--- src/tlsfe_pkg.sv ---
// ----------------------------------------------------------------------------
// TLS feature extractor package
// Shared types, constants and codes for the TLS packet feature extractor.
// ----------------------------------------------------------------------------
package tlsfe_pkg;

   // Feature sequence length and the counter width that holds it
   localparam int unsigned SEQ_LEN   = 10;
   localparam int unsigned CNT_W     = 4;

   // Configuration register indexes
   localparam logic [1:0] CSR_ENABLE  = 2'd0;
   localparam logic [1:0] CSR_TARGET  = 2'd1;
   localparam logic [1:0] CSR_CLIENT  = 2'd2;

   // TLS content types
   localparam logic [7:0] CT_CCS       = 8'h14;
   localparam logic [7:0] CT_ALERT     = 8'h15;
   localparam logic [7:0] CT_HANDSHAKE = 8'h16;
   localparam logic [7:0] CT_APPDATA   = 8'h17;
   localparam logic [7:0] CT_HEARTBEAT = 8'h18;

   // Handshake message types
   localparam logic [7:0] HS_CLIENT_HELLO = 8'h01;
   localparam logic [7:0] HS_SERVER_HELLO = 8'h02;
   localparam logic [7:0] HS_CERTIFICATE  = 8'h0b;
   localparam logic [7:0] HS_HELLO_DONE   = 8'h0e;
   localparam logic [7:0] HS_TYPE_10      = 8'h10;
   localparam logic [7:0] HS_TYPE_14      = 8'h14;

   // Record version range
   localparam logic [15:0] VER_LOW  = 16'h0300;
   localparam logic [15:0] VER_HIGH = 16'h0304;

   // Record class codes
   localparam logic [3:0] REC_NONE         = 4'd0;
   localparam logic [3:0] REC_HS_OTHER     = 4'd1;
   localparam logic [3:0] REC_APPDATA      = 4'd2;
   localparam logic [3:0] REC_CCS          = 4'd3;
   localparam logic [3:0] REC_ALERT        = 4'd4;
   localparam logic [3:0] REC_CLIENT_HELLO = 4'd5;
   localparam logic [3:0] REC_SERVER_HELLO = 4'd6;
   localparam logic [3:0] REC_CERTIFICATE  = 4'd7;
   localparam logic [3:0] REC_HELLO_DONE   = 4'd8;
   localparam logic [3:0] REC_TYPE_10      = 4'd9;
   localparam logic [3:0] REC_TYPE_14      = 4'd10;
   localparam logic [3:0] REC_HEARTBEAT    = 4'd11;

   localparam logic [2:0] VER_UNKNOWN = 3'd0;

   // Minimum payload lengths for each decoded field
   localparam logic [15:0] LEN_VERSION = 16'd3;
   localparam logic [15:0] LEN_RECORD  = 16'd5;
   localparam logic [15:0] LEN_HS_TYPE = 16'd10;

   // One captured packet summary
   typedef struct packed {
      logic        new_flow;
      logic        is_tcp;
      logic [15:0] source_port;
      logic [31:0] tcp_seq;
      logic [31:0] tcp_ack;
      logic [7:0]  tcp_flag_bits;
      logic [31:0] now_ms;
      logic [15:0] payload_length;
      logic [7:0]  first_byte;
      logic [15:0] version_word;
      logic [15:0] length_word;
      logic [7:0]  hs_byte;
   } req_type;

   // Decoded payload fields
   typedef struct packed {
      logic [3:0]  record_code;
      logic [15:0] record_length;
      logic [2:0]  version_code;
      logic [7:0]  flag_code;
   } decode_type;

endpackage

--- src/tls_packet_feature_extractor.sv ---
// ----------------------------------------------------------------------------
// TLS packet feature extractor
// Tracks one TLS flow and emits a feature transaction for each collected
// packet: direction, timing, wrapped seq/ack deltas, flags, record class.
// ----------------------------------------------------------------------------
// A request waits in the input register until the result register can take its result.
// Throughput: one request per cycle while results are taken; the input and result
// registers decouple the two channels and the flow state is updated in the same single pass.
// Reset: synchronous, clears the flow state and both channels, and returns
// the configuration to enable 0, target 10, client port 0.
module tls_packet_feature_extractor
   import tlsfe_pkg::*;
(
   input  logic        clock,
   input  logic        reset,

   input  logic        csr_valid,
   output logic        csr_ready,
   input  logic [1:0]  csr_index,
   input  logic [15:0] csr_data,

   input  logic        req_valid,
   output logic        req_ready,
   input  logic        req_new_flow,
   input  logic        req_is_tcp,
   input  logic [15:0] req_source_port,
   input  logic [31:0] req_tcp_seq,
   input  logic [31:0] req_tcp_ack,
   input  logic [7:0]  req_tcp_flag_bits,
   input  logic [31:0] req_now_ms,
   input  logic [15:0] req_payload_length,
   input  logic [7:0]  req_first_byte,
   input  logic [15:0] req_version_word,
   input  logic [15:0] req_length_word,
   input  logic [7:0]  req_hs_byte,

   output logic        rsp_valid,
   input  logic        rsp_ready,
   output logic        rsp_direction,
   output logic [31:0] rsp_rel_time,
   output logic [31:0] rsp_gap_time,
   output logic [31:0] rsp_seq_delta,
   output logic [31:0] rsp_ack_delta,
   output logic [7:0]  rsp_flag_code,
   output logic [3:0]  rsp_record_code,
   output logic [15:0] rsp_record_length,
   output logic [2:0]  rsp_version_code,
   output logic [3:0]  rsp_slot_index,
   output logic        rsp_flow_ready
);

   // Configuration
   logic             enable_ff;
   logic [CNT_W-1:0] target_ff;
   logic [15:0]      client_port_ff;

   // Input register
   logic             pkt_valid_ff, pkt_valid_in;
   req_type          pkt_ff;
   decode_type       dec;

   // Flow state
   logic             hs_seen_ff, hs_seen_in;
   logic [31:0]      first_time_ff, first_time_in;
   logic [31:0]      last_time_ff, last_time_in;
   logic [31:0]      prev_seq_ff [2];
   logic [31:0]      prev_seq_in [2];
   logic [31:0]      prev_ack_ff [2];
   logic [31:0]      prev_ack_in [2];
   logic [CNT_W-1:0] count_ff, count_in;
   logic             done_ff, done_in;

   // Result register
   logic             rsp_valid_ff, rsp_valid_in;
   logic             emit;
   logic             dir_in;
   logic [31:0]      rel_in, gap_in, seqd_in, ackd_in;
   logic [CNT_W-1:0] slot_in;
   logic             ready_in;
   logic             dir_ff;
   logic [31:0]      rel_ff, gap_ff, seqd_ff, ackd_ff;
   logic [7:0]       flag_ff;
   logic [3:0]       rec_ff;
   logic [15:0]      rlen_ff;
   logic [2:0]       ver_ff;
   logic [CNT_W-1:0] slot_ff;
   logic             fready_ff;

   logic             advance;
   logic [CNT_W-1:0] target_eff;

   // Configuration writes are always taken
   assign csr_ready = 1'b1;

   // Process the held transaction when the result register can take it
   assign advance   = pkt_valid_ff & (~rsp_valid_ff | rsp_ready);
   assign req_ready = ~pkt_valid_ff | advance;

   assign pkt_valid_in = (req_valid & req_ready) | (pkt_valid_ff & ~advance);

   // Clamp the target to the sequence length; a zero target also selects the sequence length
   assign target_eff = (target_ff == '0 || target_ff > CNT_W'(SEQ_LEN)) ?
                       CNT_W'(SEQ_LEN) : target_ff;

   tlsfe_decode u_decode (
      .pkt (pkt_ff),
      .dec (dec)
   );

   // Flow state update and feature computation
   always_comb begin
      hs_seen_in    = hs_seen_ff;
      first_time_in = first_time_ff;
      last_time_in  = last_time_ff;
      prev_seq_in   = prev_seq_ff;
      prev_ack_in   = prev_ack_ff;
      count_in      = count_ff;
      done_in       = done_ff;
      emit          = 1'b0;
      dir_in        = 1'b0;
      rel_in        = '0;
      gap_in        = '0;
      seqd_in       = '0;
      ackd_in       = '0;
      slot_in       = count_ff;
      ready_in      = 1'b0;
      if (advance) begin
         // Clear the flow first
         if (pkt_ff.new_flow) begin
            hs_seen_in     = 1'b0;
            first_time_in  = '0;
            last_time_in   = '0;
            prev_seq_in[0] = '0;
            prev_seq_in[1] = '0;
            prev_ack_in[0] = '0;
            prev_ack_in[1] = '0;
            count_in       = '0;
            done_in        = 1'b0;
         end
         if (enable_ff && !done_in) begin
            // Latch the first ClientHello time
            if (!hs_seen_in && dec.record_code == REC_CLIENT_HELLO) begin
               hs_seen_in    = 1'b1;
               first_time_in = pkt_ff.now_ms;
            end
            slot_in = count_in;
            if ((hs_seen_in || pkt_ff.is_tcp) && count_in < CNT_W'(SEQ_LEN)) begin
               emit = 1'b1;
               if (pkt_ff.is_tcp) begin
                  dir_in              = (pkt_ff.source_port != client_port_ff);
                  seqd_in             = pkt_ff.tcp_seq - prev_seq_in[dir_in];
                  prev_seq_in[dir_in] = pkt_ff.tcp_seq;
                  ackd_in             = pkt_ff.tcp_ack - prev_ack_in[~dir_in];
                  prev_ack_in[~dir_in] = pkt_ff.tcp_ack;
               end
               rel_in       = pkt_ff.now_ms - first_time_in;
               gap_in       = pkt_ff.now_ms - last_time_in;
               count_in     = count_in + CNT_W'(1);
               last_time_in = pkt_ff.now_ms;
               ready_in     = (count_in == target_eff);
            end
            if (count_in >= target_eff)
               done_in = 1'b1;
         end
      end
   end

   // Hold the result until taken, load a new one on emit
   always_comb begin
      rsp_valid_in = rsp_valid_ff & ~rsp_ready;
      if (advance && emit)
         rsp_valid_in = 1'b1;
   end

   // Control, configuration and flow state
   always_ff @(posedge clock) begin
      if (reset) begin
         enable_ff      <= 1'b0;
         target_ff      <= CNT_W'(SEQ_LEN);
         client_port_ff <= '0;
         pkt_valid_ff   <= 1'b0;
         rsp_valid_ff   <= 1'b0;
         hs_seen_ff     <= 1'b0;
         first_time_ff  <= '0;
         last_time_ff   <= '0;
         prev_seq_ff[0] <= '0;
         prev_seq_ff[1] <= '0;
         prev_ack_ff[0] <= '0;
         prev_ack_ff[1] <= '0;
         count_ff       <= '0;
         done_ff        <= 1'b0;
      end else begin
         if (csr_valid && csr_ready) begin
            case (csr_index)
               CSR_ENABLE: enable_ff      <= csr_data[0];
               CSR_TARGET: target_ff      <= csr_data[CNT_W-1:0];
               CSR_CLIENT: client_port_ff <= csr_data;
               default: ;
            endcase
         end
         pkt_valid_ff  <= pkt_valid_in;
         rsp_valid_ff  <= rsp_valid_in;
         hs_seen_ff    <= hs_seen_in;
         first_time_ff <= first_time_in;
         last_time_ff  <= last_time_in;
         prev_seq_ff   <= prev_seq_in;
         prev_ack_ff   <= prev_ack_in;
         count_ff      <= count_in;
         done_ff       <= done_in;
      end
   end

   // Capture the request payload
   always_ff @(posedge clock) begin
      if (req_valid && req_ready) begin
         pkt_ff.new_flow       <= req_new_flow;
         pkt_ff.is_tcp         <= req_is_tcp;
         pkt_ff.source_port    <= req_source_port;
         pkt_ff.tcp_seq        <= req_tcp_seq;
         pkt_ff.tcp_ack        <= req_tcp_ack;
         pkt_ff.tcp_flag_bits  <= req_tcp_flag_bits;
         pkt_ff.now_ms         <= req_now_ms;
         pkt_ff.payload_length <= req_payload_length;
         pkt_ff.first_byte     <= req_first_byte;
         pkt_ff.version_word   <= req_version_word;
         pkt_ff.length_word    <= req_length_word;
         pkt_ff.hs_byte        <= req_hs_byte;
      end
   end

   // Load the result payload
   always_ff @(posedge clock) begin
      if (advance && emit) begin
         dir_ff    <= dir_in;
         rel_ff    <= rel_in;
         gap_ff    <= gap_in;
         seqd_ff   <= seqd_in;
         ackd_ff   <= ackd_in;
         flag_ff   <= dec.flag_code;
         rec_ff    <= dec.record_code;
         rlen_ff   <= dec.record_length;
         ver_ff    <= dec.version_code;
         slot_ff   <= slot_in;
         fready_ff <= ready_in;
      end
   end

   assign rsp_valid         = rsp_valid_ff;
   assign rsp_direction     = dir_ff;
   assign rsp_rel_time      = rel_ff;
   assign rsp_gap_time      = gap_ff;
   assign rsp_seq_delta     = seqd_ff;
   assign rsp_ack_delta     = ackd_ff;
   assign rsp_flag_code     = flag_ff;
   assign rsp_record_code   = rec_ff;
   assign rsp_record_length = rlen_ff;
   assign rsp_version_code  = ver_ff;
   assign rsp_slot_index    = slot_ff;
   assign rsp_flow_ready    = fready_ff;

endmodule

--- src/tlsfe_decode.sv ---
// ----------------------------------------------------------------------------
// TLS record decoder
// Classifies the TLS record and version of one packet and reorders its
// TCP flag bits. Purely combinational.
// ----------------------------------------------------------------------------
module tlsfe_decode
   import tlsfe_pkg::*;
(
   input  req_type    pkt,
   output decode_type dec
);

   logic [3:0]  hs_code;
   logic [3:0]  rec_code;
   logic [15:0] rec_length;
   logic [2:0]  ver_code;
   logic [7:0]  flags;

   // Map the handshake message type
   always_comb begin
      case (pkt.hs_byte)
         HS_CLIENT_HELLO: hs_code = REC_CLIENT_HELLO;
         HS_SERVER_HELLO: hs_code = REC_SERVER_HELLO;
         HS_CERTIFICATE:  hs_code = REC_CERTIFICATE;
         HS_HELLO_DONE:   hs_code = REC_HELLO_DONE;
         HS_TYPE_10:      hs_code = REC_TYPE_10;
         HS_TYPE_14:      hs_code = REC_TYPE_14;
         default:         hs_code = REC_HS_OTHER;
      endcase
   end

   // Classify the record by content type
   always_comb begin
      rec_code = REC_NONE;
      if (pkt.payload_length >= LEN_RECORD) begin
         case (pkt.first_byte)
            CT_CCS:       rec_code = REC_CCS;
            CT_ALERT:     rec_code = REC_ALERT;
            CT_HANDSHAKE: rec_code =
                             (pkt.payload_length < LEN_HS_TYPE) ? REC_HS_OTHER : hs_code;
            CT_APPDATA:   rec_code = REC_APPDATA;
            CT_HEARTBEAT: rec_code = REC_HEARTBEAT;
            default:      rec_code = REC_NONE;
         endcase
      end
   end

   // Record length only when the record header is complete
   assign rec_length = (pkt.payload_length >= LEN_RECORD) ? pkt.length_word : 16'd0;

   // Version code: SSLv3 is one, TLS 1.0 to 1.3 follow
   always_comb begin
      ver_code = VER_UNKNOWN;
      if (pkt.payload_length >= LEN_VERSION && pkt.version_word inside {[VER_LOW:VER_HIGH]})
         ver_code = pkt.version_word[2:0] + 3'd1;
   end

   // Reverse the flag byte so that cwr lands in bit 0; zero when not TCP
   always_comb begin
      for (int i = 0; i < 8; i++) begin
         flags[7-i] = pkt.is_tcp & pkt.tcp_flag_bits[i];
      end
   end

   assign dec = {rec_code, rec_length, ver_code, flags};

endmodule

--- config.mk ---
export PLATFORM = sky130hd
export DESIGN_NAME = tls_packet_feature_extractor
export DESIGN_NICKNAME = d
export VERILOG_FILES = /design/src/tlsfe_pkg.sv /design/src/tls_packet_feature_extractor.sv /design/src/tlsfe_decode.sv
export SDC_FILE = /design/constraint.sdc
export NUM_CORES = 1
export LEC_CHECK = 0
export BUFFER_PORTS_ARGS = -buffer_cell sky130_fd_sc_hd__buf_4
export CAP_MARGIN = 20
export CORE_UTILIZATION = 38
export CTS_CLUSTER_DIAMETER = 150
export DETAILED_ROUTE_END_ITERATION = 8
export PLACE_DENSITY_LB_ADDON = 0.3
export SETUP_SLACK_MARGIN = 0.5
export SLEW_MARGIN = 20
export SYNTH_ARGS = -nofsm -noshare
export SYNTH_HDL_FRONTEND = slang
export SYNTH_SLANG_ARGS = --single-unit
--- constraint.sdc ---
create_clock -name clock -period 11.47 [get_ports clock]
set_input_delay 2.294 -clock clock [delete_from_list [all_inputs] [get_ports clock]]
set_output_delay 2.294 -clock clock [all_outputs]
set_load 0.005 [all_outputs]
==> flow_summary.ini <==
[critical_path]
max_stage_delay_ns = 0.90
crit_chain = nor4b_1 -> o21ai_0 -> o41ai_1 -> nand3_1 -> a211oi_2 -> nor2b_4 -> buf_4 -> o21ai_0 -> ha_1 -> fa_1 -> nor2b_1 -> o2111ai_1 -> a2111oi_0 -> a2111oi_0 -> o21ai_0 -> a31oi_1 -> o2111ai_1 -> a21oi_1 -> xor2_1 -> nor2_1
cpMostUsedCell = o21ai_0
cp_data_arrival_time_ns = 7.18
worstPathRequired_ns = 11.77
critPathCaptureType = flip-flop
start_kind = flip-flop
worstRegToRegCells = 20
crit_fanout = 67
crit_cells = 20
path_buf_inv = 1
critical_path_class = reg2reg
slowest_stage = a2111oi_0
cp_top_family = compound AO/OA/AOI/OAI gates

[clock_network]
cts_setup_buffers = 0
cts_max_level = 3
cts_buffers = 67
cts_tree = built
holdBufCountCts = 0
ctsResizeCount = 0
cts_sinks = 572
cts_root_buf = clkbuf_16
clk_latency_ns = 0.60
clkSlewWorstSetupHoldPaths_ns = 0.06
ctsLongestPathBuffers = 3

[grt]
overflow = 0
grt_pass1_wl_um = 111000
first_global_vias = 20500
track_usage_pct = 19.1
grt_max_degree = 99
antenna_found_initial = 2

[floorplanning]
coreArea_um2 = 70400
io_pins = 377
rows = 97
die_y_um = 270
die_x_um = 270
initial_utilization_pct = 38.6
die_area_um2 = 72600

[layout]
fillers = 6535
drive_above_1_share_pct = 19.6
syn_to_final_growth_pct = 21.5
reg_top3 = pkt_ff x186, prev_ack_ff x64, prev_seq_ff x64
antennaDiodeCount = 0
largest_reg_flops = 186
top_register = pkt_ff
nNetsFinal = 3217

[synth]
synthTopCellsByCount = edfxtp_1, nor2_1, nand2_1
synth.top_cell.area_share_pct = 38.8
synth_enable_flop_cells = 351
synth_most_common_cell = edfxtp_1
synth_area_um2 = 27200
synthArstFlopShare_pct = 0
avgSynthCellArea_um2 = 10.8
syn-num-nets = 2867
synth_ff_type = edfxtp_1
synth_cell_types = 80
synthCells = 2523
synthTopCellsByArea = edfxtp_1, dfxtp_1, ha_1
ys_seq_area_share_pct = 55.0
ys_warn_count = 0
ys_ff_latch = 572
yosysTopAreaCell = edfxtp_1

[job]
drv_cap = 0

[worst_hold_path]
min_path_cells = 2
min_path_type = reg2reg

[place]
port_buffers = 375
gp_congestion = 0.875
dp_hpwl_um = 49000

[sta]
rsz0062_at_grt = no
fin_hold_ws_ns = 0.443
relSlewSlack_pct = 27.4
finalSetupTns_ns = 0
finalCritPeriodShare_pct = 60.0
report.final.hold_viol_count = 0
fmax_ghz = 0.145
setup_violations = 0
slew_viol_final = 0
fin_crit_ns = 6.88
tightest_slew_ns = 1.09
skew_ns = 0.0226

[routing]
dr.first_iter.drc_count = 1403
drc = 0
drtAntennaViolNets = 0
drt-vias-per-instance = 5.29
wl_per_cell_um = 18.6
drt-total-wl_um = 71800
num_vias = 20400
first_pass_iters = 5

[power_and_ir_drop]
power.density_nw_per_um2 = 147
peakVddDrop_uv = 126
p_leak_nw = 12.1

[outcome]
status = finished clean
[power by group]
part	internal, mW	leakage (nW)	switching, mW
clock network	1.22	1.02	0.846
logic	0.210	6.24	0.275
registers	2.24	4.82	0.0526
[layout by cell type, fill, tap and decap left out, types with 7 or more instances in the layout]
master | netlist | layout
buf_4 | 4 | 395
edfxtp_1 | 351 | 351
nor2_1 | 309 | 306
nand2_1 | 235 | 233
dfxtp_1 | 221 | 221
a21oi_1 | 166 | 166
ha_1 | 131 | 131
a22oi_1 | 122 | 122
o21ai_0 | 116 | 116
xnor2_1 | 73 | 73
clkbuf_16 | 0 | 67
a21o_1 | 57 | 56
mux2_2 | 55 | 55
inv_1 | 54 | 52
xor2_1 | 49 | 49
nor3b_1 | 43 | 43
and2_1 | 39 | 38
nand2b_1 | 37 | 36
nor3_1 | 36 | 36
a22o_1 | 35 | 35
nand3_1 | 31 | 31
nor2b_1 | 29 | 28
clkbuf_1 | 82 | 24
a211oi_1 | 22 | 22
o21a_1 | 18 | 18
nand4_1 | 16 | 16
o21bai_1 | 10 | 10
mux2i_1 | 9 | 9
and3_1 | 9 | 9
o211ai_1 | 9 | 9
clkinv_1 | 0 | 9
a21boi_0 | 8 | 8
a211o_1 | 7 | 7
a31oi_1 | 7 | 7
o31ai_1 | 7 | 7
[layout make-up]
| cell class | instances | area, um2 | share of cell area [%] |
|---|---|---|---|
| Clock buffer | 97 | 1850 | 5.60 |
| Clock inverter | 25 | 256 | 0.776 |
| Inverter | 54 | 209 | 0.632 |
| Multi-Input combinational cell | 1781 | 11600 | 35.1 |
| Sequential cell | 572 | 15000 | 45.3 |
| Tap cell | 940 | 1180 | 3.56 |
| Timing Repair Buffer | 397 | 2990 | 9.04 |
[tightest hold or removal path, cell delays in order (launching register included)]
cell and delay, ns:
dfxtp_1 0.30, nand2_1 0.04, o21ai_1 0.05
[per-stage QoR]
step           instance area (um2)  total power [mW]  utilization (%)  setup slack (ns)  std cells
6_report                     33000              4.84             46.9              4.59       3866
2_1_floorplan                27200              2.65                -              4.08       2523
5_1_grt                      33000              5.03             46.9              3.83       3866
3_5_place_dp                 30900              2.82             43.9              4.57       3744
3_3_place_gp                 30900              2.81             43.9              4.75       3744
4_1_cts                      33000              4.90             46.9              4.49       3866
[routing by layer]
layer  share of wire [%]  GRT usage, %  routed length (um)  vias up
met5                   0             0                   0        -
met4                 3.0          6.91                2150        0
met3                 6.0          4.38                4300      121
met2                  48          32.1               34100      606
met1                  43          24.1               31200     9809
li1                    -             -                   -     9910
[path summary, 6_finish.rpt]
| check | slack [ns] | end | start |
|---|---|---|---|
| max | 4.59 | rsp_rel_time[30] | pkt_ff[45] |
| min | 0.44 | first_time_ff[25] | first_time_ff[25] |
| max reg2reg | 4.59 | rsp_rel_time[30] | pkt_ff[45] |
| min reg2reg | 0.44 | first_time_ff[25] | first_time_ff[25] |
[cells by family after synthesis]
group	count (synthesis)	share of synthesized area, %
xor gates and xnor gates	122	3.93
other	1	0.0138
adders and majority gates	135	6.32
and+or+nand+nor	824	14.2
buffers and inverters	170	2.56
DFF	572	55.0
AOI/OAI and AO/OA	635	15.4
muxes	64	2.61
No activity file was read; power rests on OpenSTA's default activity.
